$ cat config.mk
export PLATFORM = sky130hd
export DESIGN_NAME = qpr_round
export DESIGN_NICKNAME = d
export VERILOG_FILES = /design/src/sv/qpr_pkg.sv /design/src/sv/qpr_round.sv
export SDC_FILE = /design/constraint.sdc
export NUM_CORES = 1
export LEC_CHECK = 0
export BUFFER_PORTS_ARGS = -buffer_cell sky130_fd_sc_hd__buf_2
export CAP_MARGIN = 20
export CORE_MARGIN = 4
export CORE_UTILIZATION = 48
export DETAILED_ROUTE_END_ITERATION = 6
export GPL_TIMING_DRIVEN = 0
export PLACE_DENSITY = 0.84
export SLEW_MARGIN = 5
export SYNTH_ARGS = -nofsm -noshare
export SYNTH_HDL_FRONTEND = slang
export SYNTH_SLANG_ARGS = --single-unit
$ cat constraint.sdc
create_clock -name clk_i -period 3.1 [get_ports clk_i]
set_input_delay 0 -clock clk_i [delete_from_list [all_inputs] [get_ports clk_i]]
set_output_delay 0 -clock clk_i [all_outputs]
set_load 0.005 [all_outputs]
$ cat src/sv/qpr_pkg.sv
// shared types, widths and operation codes for the quaternion product and rotate unit
package qpr_pkg;

  localparam int DATA_WIDTH = 16;
  localparam int FRAC_BITS  = 14;

  localparam int OP_W    = 2;
  localparam int PROD_W  = 2 * DATA_WIDTH;
  localparam int SUM_W   = PROD_W + 2;
  localparam int COEF_W  = SUM_W - FRAC_BITS + 1;
  localparam int DOT_W   = COEF_W + DATA_WIDTH;
  localparam int EXACT_W = DOT_W + 3;
  localparam int ROUND_W = EXACT_W - FRAC_BITS;

  localparam int IN_BITS    = OP_W + 11 * DATA_WIDTH;
  localparam int IN_TDATA_W = ((IN_BITS + 7) / 8) * 8;
  localparam int OUT_TDATA_W = ((4 * DATA_WIDTH + 7) / 8) * 8;

  localparam logic signed [SUM_W-1:0] ONE_EXACT = SUM_W'(1) << (2 * FRAC_BITS);
  localparam logic signed [SUM_W-1:0] HALF_SUM  = SUM_W'(1) << (FRAC_BITS - 1);
  localparam logic signed [EXACT_W-1:0] HALF_EXACT = EXACT_W'(1) << (FRAC_BITS - 1);
  localparam logic signed [ROUND_W-1:0] RES_MAX = ROUND_W'((64'(1) << (DATA_WIDTH - 1)) - 1);
  localparam logic signed [ROUND_W-1:0] RES_MIN = -RES_MAX - ROUND_W'(1);

  typedef enum logic [OP_W-1:0] {
    OP_PRODUCT = 2'd0,
    OP_ROTATE  = 2'd1,
    OP_CONJ    = 2'd2
  } op_e;

  typedef logic [3:0][DATA_WIDTH-1:0] quat_t;
  typedef logic [2:0][DATA_WIDTH-1:0] vec_t;

  typedef struct packed {
    op_e                         op;
    quat_t                       qa;
    vec_t                        vec;
    logic [3:0][SUM_W-1:0]       prod_sum;
    logic [8:0][COEF_W-1:0]      coef;
  } front_t;

  typedef struct packed {
    logic [3:0][EXACT_W-1:0]     exact;
  } back_t;

endpackage

$ cat src/sv/qpr_round.sv
// stage five: round half up, saturate and hold the result for the output port
module qpr_round import qpr_pkg::*; (
  input  logic  clk_i,
  input  logic  rst_ni,
  input  logic  valid_i,
  output logic  ready_o,
  input  back_t data_i,
  output logic  valid_o,
  input  logic  ready_i,
  output quat_t res_o,
  output logic  sat_o
);

  logic                      v5_q;
  logic                      ready5;
  logic signed [EXACT_W-1:0] t [4];
  logic signed [ROUND_W-1:0] rnd [4];
  quat_t                     res_d, res_q;
  logic                      sat_d, sat_q;

  assign ready5  = !v5_q || ready_i;
  assign ready_o = ready5;

  always_comb begin
    sat_d = 1'b0;
    for (int k = 0; k < 4; k++) begin
      t[k]   = $signed(data_i.exact[k]) + HALF_EXACT;
      rnd[k] = ROUND_W'(t[k] >>> FRAC_BITS);
      if (rnd[k] > RES_MAX) begin
        res_d[k] = DATA_WIDTH'(RES_MAX);
        sat_d    = 1'b1;
      end else if (rnd[k] < RES_MIN) begin
        res_d[k] = DATA_WIDTH'(RES_MIN);
        sat_d    = 1'b1;
      end else begin
        res_d[k] = DATA_WIDTH'(rnd[k]);
      end
    end
  end

  always_ff @(posedge clk_i or negedge rst_ni) begin
    if (!rst_ni) begin
      v5_q <= 1'b0;
    end else if (ready5) begin
      v5_q <= valid_i;
    end
  end

  always_ff @(posedge clk_i) begin
    if (ready5 && valid_i) begin
      res_q <= res_d;
      sat_q <= sat_d;
    end
  end

  assign valid_o = v5_q;
  assign res_o   = res_q;
  assign sat_o   = sat_q;

endmodule

==> results of run 1 <==
==> cell families (layout without fill, tap and decap cells) <==
| logic type | count (synthesis) | after routing | synth area share (%) |
|---|---|---|---|
| DFF | 66 | 66 | 39.8 |
| xor gates and xnor gates | 71 | 71 | 12.5 |
| and+or+nand+nor | 234 | 234 | 27.4 |
| AOI/OAI and AO/OA | 115 | 115 | 15.1 |
| muxes | 5 | 5 | 1.06 |
| adders and majority gates | 4 | 4 | 1.01 |
| buffers and inverters | 31 | 224 | 3.13 |
==> routing by layer <==
metal  routed length, um  vias up
met3                1030       25
met1                5300     2278
met5                   0        -
li1                    -     2375
met4                 265        0
met2                6460      209
==> repair_timing <==
item	in CTS	in global routing
endpoints found under the setup margin	0	0
hold endpoints to repair	2	0
hold buffers	4	0
==> area by class of cell <==
class                   instances  area (um^2)
multi-input cells             429         2830
well taps                     133          166
fillers                       828         3670
flip-flops and latches         66         1980
inverters                      14         52.6
clock inverters                 6         65.1
repair buffers                177          906
plain buffers                  17          103
clock buffers                  10          138
==> synth_stat cells, types with 5 or more instances <==
library cell,n,area share (%)
nor3_1,13,1.3
and3_1,23,2.9
and4_1,11,1.9
a31oi_1,6,0.76
nand2_1,38,2.9
a21oi_1,21,2.1
nor4_1,9,1.1
o21ai_2,9,1.6
xnor2_1,32,5.6
nand4_1,27,3.4
xor2_1,39,6.9
nand3_1,38,3.8
o21ai_0,51,5.1
clkbuf_1,5,0.38
nor2_1,38,2.9
edfxtp_1,65,39
inv_1,14,1.1
==> how the worst max path moves through the flow <==
| stage | from | cells past startpoint | end |
|---|---|---|---|
| after floorplan | valid_o$_DFFE_PN0N_ | 2 | res_o[0]$_SDFFCE_PN1P_ |
| after global placement | valid_o$_DFFE_PN0N_ | 2 | res_o[31]$_SDFFCE_PN0P_ |
| after detailed placement | data_i[57] | 9 | res_o[26]$_SDFFCE_PN1P_ |
| after CTS | data_i[57] | 9 | res_o[30]$_SDFFCE_PN1P_ |
| after global routing | data_i[58] | 9 | res_o[25]$_SDFFCE_PN1P_ |
| final | data_i[58] | 9 | res_o[30]$_SDFFCE_PN1P_ |
==> critical path, delay by kind of cell <==
family / cells / cell delay, ns
simple gates: 3 / 1.17
compound gates: 4 / 0.88
buf+inv: 2 / 0.43
==> power groups by stage <==
| stage | logic, mW | registers, mW | clock network [mW] |
|---|---|---|---|
| after floorplan | 0.193 | 1.09 | 0 |
| after CTS | 0.427 | 1.06 | 0.757 |
| final | 0.427 | 1.06 | 0.746 |
| after global routing | 0.473 | 1.06 | 0.812 |
| after global placement | 0.405 | 1.08 | 0 |
| after detailed placement | 0.422 | 1.08 | 0 |
==> flip-flops by register name (all words and copies together) (netlist names) <==
name,count
valid_o,1
res_o,64
sat_o,1
==> stage by stage <==
stage / util [%] / total power, mW / instance area (um^2)
2_1_floorplan: - / 1.28 / 4960
3_3_place_gp: 60.5 / 1.49 / 5990
4_1_cts: 63.0 / 2.24 / 6240
5_1_grt: 63.0 / 2.35 / 6240
6_report: 63.0 / 2.23 / 6240
3_5_place_dp: 60.5 / 1.50 / 6000
==> summary.md, run 1 <==
| Metric | Value |
|---|---|
| Remaining antenna violation count | `0` |
| Worst hold slack | `roughly 0.022 ns` |
| Hold Path End | `res_o[15]$_SDFFCE_PN0P_` |
| Tcrit/Tclk final | `between 70% and 80%` |
| Via count | `4,887` |
| CP required | `about 3.2 ns` |
| Average wire per cell in the routed design | `around 15 um` |
| Unrepaired setup endpoints after global routing | `false` |
| Syn-to-layout area delta | `25.7%` |
| Setup_tns | `0 ns` |
| Crit-path max FO | `10` |
| CP most frequent cell | `nand3_1` |
| CTS tree | `built` |
| Clk root buf | `clkbuf_8` |
| Clock skew | `0.0101 ns` |
| Combinational power share | `between 10% and 20%` |
| DRT Wirelength | `~13 mm` |
| Sequential Power Share | `a little under half` |
| Min-Delay Path Class | `in -> reg` |
| Number of synthesized flops with an enable pin | `65` |
| ANT cells | `0` |
| Flop2flop setup slack | `~1.5 ns` |
| DP Cell Count | `approximately 830` |
| IO Port Bufs | `173` |
| CP Cell Sequence | `buf_2, nand3_1, nor4_1, o211ai_1, o31ai_1, nand3_1, o31ai_4, clkbuf_1, o21ai_0` |
| Met3 Usage GRT | `just under 4%` |
| Slew Limit Fails | `0` |
| Leading cell type in the layout, fill and taps excluded | `buf_2` |
| Met1 Use GR | `between 20% and 30%` |
| Die area | `around 0.012 mm^2` |
| Clk_lat worst skew | `0.35 ns` |
| CTS Buf Count | `9` |
| Fin cells | `852` |
| Total net switching power | `0.615 mW` |
| HPWL Detailed | `10.3 mm` |
| Clock power frac | `~33%` |
| Ys async rst share | `1.52%` |
| First-pass GRT wire length | `around 20 mm` |
| Seq/Total Area, Yosys | `between 30% and 40%` |
| Worst reg2reg path startpoint | `valid_o$_DFFE_PN0N_` |
| First-pass DRT Iterations | `5` |
| Distinct cells, synth | `65` |
| Die Width | `~110 um` |
| Peak Freq | `around 410 MHz` |
| Initial antenna violation count | `0` |
| Sink Count | `66` |
| PwrDens | `~360 mW/mm^2` |
| P_int | `1.62 mW` |
| Synth Instances | `roughly 530` |
| Clock transition at path regs | `about 0.080 ns` |
| Tmin final | `~2.4 ns` |
| Final Setup Violations | `0` |
| Hold Path Cell Cnt | `2` |
| CP startpoint kind | `primary input` |
| DR iter-0 viols | `239` |
| Relative slew slack | `between 30% and 40%` |
| Worst r2r path cells | `2` |
| Worst Hold Launch | `data_i[39]` |
| Worst vdd ir | `0.221 mV` |
| Die Height | `roughly 110 um` |
| Total number of yosys warnings | `0` |
| GR Util met2 | `a little under two fifths` |
| Busiest grt layer | `met2` |
| Yosys reg bits | `66` |
| Post-Syn Area | `0.00496 mm^2` |
| Kind of critical path | `in -> reg` |
| DR DRC count | `0` |
| Share of post-route cells with drive strength above 1 | `approximately a third` |
| Pin count of the biggest net entering global routing | `66` |
| Longest Clk Path Bufs | `2` |
| PnR worst setup slack | `about 0.68 ns` |
| WP data arrival | `2.50 ns` |
| Synth Area per Inst | `roughly 9.4 um^2` |
| Detail-routed via count per cell | `around 5.7` |
| Cell Rows | `36` |
| Syn_nets | `694` |
| Net count, final | `between 800 and 900` |
| Largest stage delay, worst path | `between 0.8 and 0.9 ns` |
| Run status | `finished clean` |
| Max-cap violations | `0` |
| Place WS | `0.317 ns` |
| Synth Flop Type | `edfxtp_1` |
| Overflow left after global routing | `0` |
| Core ar. | `0.00991 mm^2` |
| Slew @ Worst Pin | `roughly 0.90 ns` |
| H-tree Lvls | `3` |
| Hold Violations, Final | `0` |
| I/O pin count | `about 230` |
| CP max stage cell | `nor4_1` |
| Crit. End Element | `flop` |
| CTS resizes | `0` |
| Vias in the first global route | `4,464` |
| Highest-count cells in the layout ignoring fill and taps | `buf_2 (177), edfxtp_1 (65), o21ai_0 (51)` |
| Sw Ratio | `27.5%` |
| GP Congestion | `0.853` |
| R2R Path End | `res_o[18]$_SDFFCE_PN1P_` |
| Post CTS Setup Buffer Count | `0` |
| Static Leak | `around 2.3 nW` |
| GRT Util Overall | `between 20% and 30%` |
| Initial Util | `between 50% and 60%` |
No activity file was read; power rests on OpenSTA's default activity.
==> run 2, diff against run 1 <==
Settings changed: CORE_UTILIZATION 48 to 43, PLACE_DENSITY 0.84 to 0.8.
Clock period 3.1 ns to 2.21 ns, I/O delays scaled along.
==> run 2 against run 1 <==
Effect of this change: sequential cell count unchanged; combinational power up 50%; design area rose by 6.7%; largest cell class unchanged.
==> summary.md, run 2 (synthesis gave the netlist of run 1 again) <==
| Metric | Value |
|---|---|
| Leading cell type in the layout, fill and taps excluded | `buf_2` |
| I/O pin count | `231 (unchanged)` |
| Initial antenna violation count | `0 (unchanged)` |
| Clk_lat worst skew | `0.32 ns (-0.03 ns)` |
| WP data arrival | `2.18 ns (-0.32 ns)` |
| IO Port Bufs | `173 (unchanged)` |
| Peak Freq | `around 470 MHz` |
| Clock power frac | `41.4% (+8.0 points)` |
| Run status | `finished clean` |
| Remaining antenna violation count | `0 (unchanged)` |
| Max-cap violations | `0 (unchanged)` |
| Crit path max-delay family | `simple AND/OR/NAND/NOR gates` |
| Worst r2r path cells | `2 (unchanged)` |
| Clock skew | `0.00592 ns (-0.00423 ns)` |
| Hold Path Cell Cnt | `2 (unchanged)` |
| Highest-count cells in the layout ignoring fill and taps | `buf_2 (174), edfxtp_1 (65), o21ai_0 (50)` |
| Hold Path End | `res_o[63]$_SDFFCE_PN0P_` |
| Buffers & Inverters on Critical Path | `3 (+1)` |
| CP Cell Sequence | `buf_2, ha_1, and2_1, clkbuf_4, nand3_4, or3_4, nor3_2, xor2_1, a31o_2, clkbuf_2, o21ai_0` |
| Core ar. | `0.0111 mm^2 (+12%)` |
| Share of post-route cells with drive strength above 1 | `37.1% (+4.4 points)` |
| R2R Path End | `res_o[43]$_SDFFCE_PN1P_` |
| Sw Ratio | `24.3% (-3.3 points)` |
| Combinational power share | `17.7% (-1.4 points)` |
| Setup_tns | `0 ns (unchanged)` |
| Hold Violations, Final | `0 (unchanged)` |
| Tmin final | `2.11 ns` |
| Cell Rows | `38 (+5.6%)` |
| First-pass DRT Iterations | `5 (unchanged)` |
| P_int | `2.75 mW (+70%)` |
| Slew @ Worst Pin | `0.839 ns (-0.0572 ns)` |
| CP required | `2.28 ns (-0.90 ns)` |
| Relative slew slack | `44.0% (+4.4 points)` |
| Static Leak | `2.55 nW (+9.1%)` |
| Place WS | `-0.637 ns (-0.954 ns)` |
| Pin count of the biggest net entering global routing | `66 (unchanged)` |
| Clock transition at path regs | `0.06 ns (-0.02 ns)` |
| Syn-to-layout area delta | `34.2%` |
| Die Height | `115 um (+5.2%)` |
| GRT Util Overall | `21.2% (+0.15 points)` |
| Via count | `4,965 (+1.6%)` |
| Net count, final | `897 (+1.7%)` |
| Longest Clk Path Bufs | `2 (unchanged)` |
| H-tree Lvls | `3 (unchanged)` |
| DR DRC count | `0 (unchanged)` |
| Vias in the first global route | `4,815 (+7.9%)` |
| Sequential Power Share | `40.9% (-6.5 points)` |
| Crit-path max FO | `10 (unchanged)` |
| Die Width | `115 um (+5.2%)` |
| CP max stage cell | `or3_4` |
| Overflow left after global routing | `0 (unchanged)` |
| Initial Util | `44.8% (-5.3 points)` |
| CTS tree | `built` |
| Fin cells | `874 (+2.6%)` |
| Crit. End Element | `flop` |
| Detail-routed via count per cell | `5.68 (-0.96%)` |
| Largest stage delay, worst path | `0.42 ns (-0.41 ns)` |
| Clk root buf | `clkbuf_16` |
| First-pass GRT wire length | `22.7 mm (+13%)` |
| Final Setup Violations | `0 (unchanged)` |
| Die area | `0.0133 mm^2 (+11%)` |
| Slew Limit Fails | `0 (unchanged)` |
| PnR worst setup slack | `0.102 ns (-0.583 ns)` |
| Worst vdd ir | `0.438 mV (+98%)` |
| Total net switching power | `0.882 mW (+44%)` |
| Kind of critical path | `in -> reg` |
| PwrDens | `546 mW/mm^2 (+53%)` |
| Tcrit/Tclk final | `between 90% and 100%` |
| CTS Buf Count | `9 (unchanged)` |
| ANT cells | `0 (unchanged)` |
| DRT Wirelength | `14.6 mm (+12%)` |
| Flop2flop setup slack | `0.59 ns (-0.92 ns)` |
| Post-route cell area | `0.00666 mm^2 (+6.7%)` |
| Sink Count | `66 (unchanged)` |
| Placed instance area | `0.00604 mm^2 (+0.71%)` |
| # fillers | `943 (+14%)` |
| Max FFs per register | `64 (unchanged)` |
| Worst reg2reg path startpoint | `valid_o$_DFFE_PN0N_` |
| DP Cell Count | `839 (+0.84%)` |
| GP Congestion | `0.904 (+5.9%)` |
| DR iter-0 viols | `482 (+100%)` |
| Min-Delay Path Class | `in -> reg` |
| CP startpoint kind | `primary input` |
| HPWL Detailed | `11.1 mm (+7.8%)` |
| Average wire per cell in the routed design | `16.7 um (+9.1%)` |
| Worst Hold Launch | `data_i[159]` |
==> run 2: changes by cell type in the layout (fill, tap and decap cells not counted), sizes merged <==
cell	previous run	this run
bufinv	1	2
buf	182	199
clkinvlp	1	0
clkinv	3	1
inv	15	14
clkbuf	18	19
==> run 2: per-layer routing <==
metal  share of wire, %  routed length (um)  global-route usage (%)  vias up
met5                  0                   0                       0        -
met4                1.9                 283                    6.81        0
met3                8.4                1230                    4.49       28
met2                 50                7320                    36.3      204
met1                 40                5770                    26.7     2327
li1                   -                   -                       -     2406
==> run 2: worst max path at each step <==
stage                from                 endpoint  slack, ns  cells past startpoint
3_5_place_dp   data_i[54]  res_o[29]$_SDFFCE_PN1P_      -0.64                     10
5_1_grt        data_i[14]  res_o[11]$_SDFFCE_PN1P_      -0.04                     11
2_1_floorplan  data_i[93]      sat_o$_SDFFCE_PP1P_       0.03                      9
3_3_place_gp   data_i[57]  res_o[23]$_SDFFCE_PN1P_      -0.51                      9
4_1_cts        data_i[93]  res_o[40]$_SDFFCE_PN1P_      0.008                     11
6_report       data_i[14]  res_o[10]$_SDFFCE_PN1P_       0.10                     11
==> run 2: cell type report <==
cell class	instances	area, um^2	share of cell area [%]
plain buffers	15	113	1.69
flip-flops and latches	66	1980	29.7
inverters	14	52.6	0.789
well taps	140	175	2.63
clock inverters	3	65.1	0.977
clock buffers	13	250	3.76
repair buffers	194	1040	15.6
multi-input cells	429	2990	44.9
==> run 2: power groups by stage <==
stage | sequential [mW] | clock (mW) | combinational, mW
after floorplan | 1.52 | 0 | 0.273
after global placement | 1.51 | 0 | 0.575
after detailed placement | 1.51 | 0 | 0.601
after CTS | 1.49 | 1.53 | 0.626
after global routing | 1.49 | 1.59 | 0.709
final | 1.49 | 1.51 | 0.642
==> run 2: metrics by stage <==
step	hold slack [ns]	power, mW	util, %
5_1_grt	0.0284	3.79	60.1
4_1_cts	0.0509	3.65	58.9
3_3_place_gp	-0.226	2.09	54.5
6_report	0.0325	3.64	60.1
2_1_floorplan	-0.296	1.79	-
3_5_place_dp	-0.224	2.11	54.5
==> run 2: repair_timing <==
action / 4_1_cts / 5_1_grt
hold buffers: 4 / 0
setup buffers: 10 / 6
gates cloned: 0 / 1
pin swaps: 5 / 5
endpoints found under the hold margin: 2 / 0
gates resized for setup: 12 / 21
setup endpoints to repair: 35 / 55
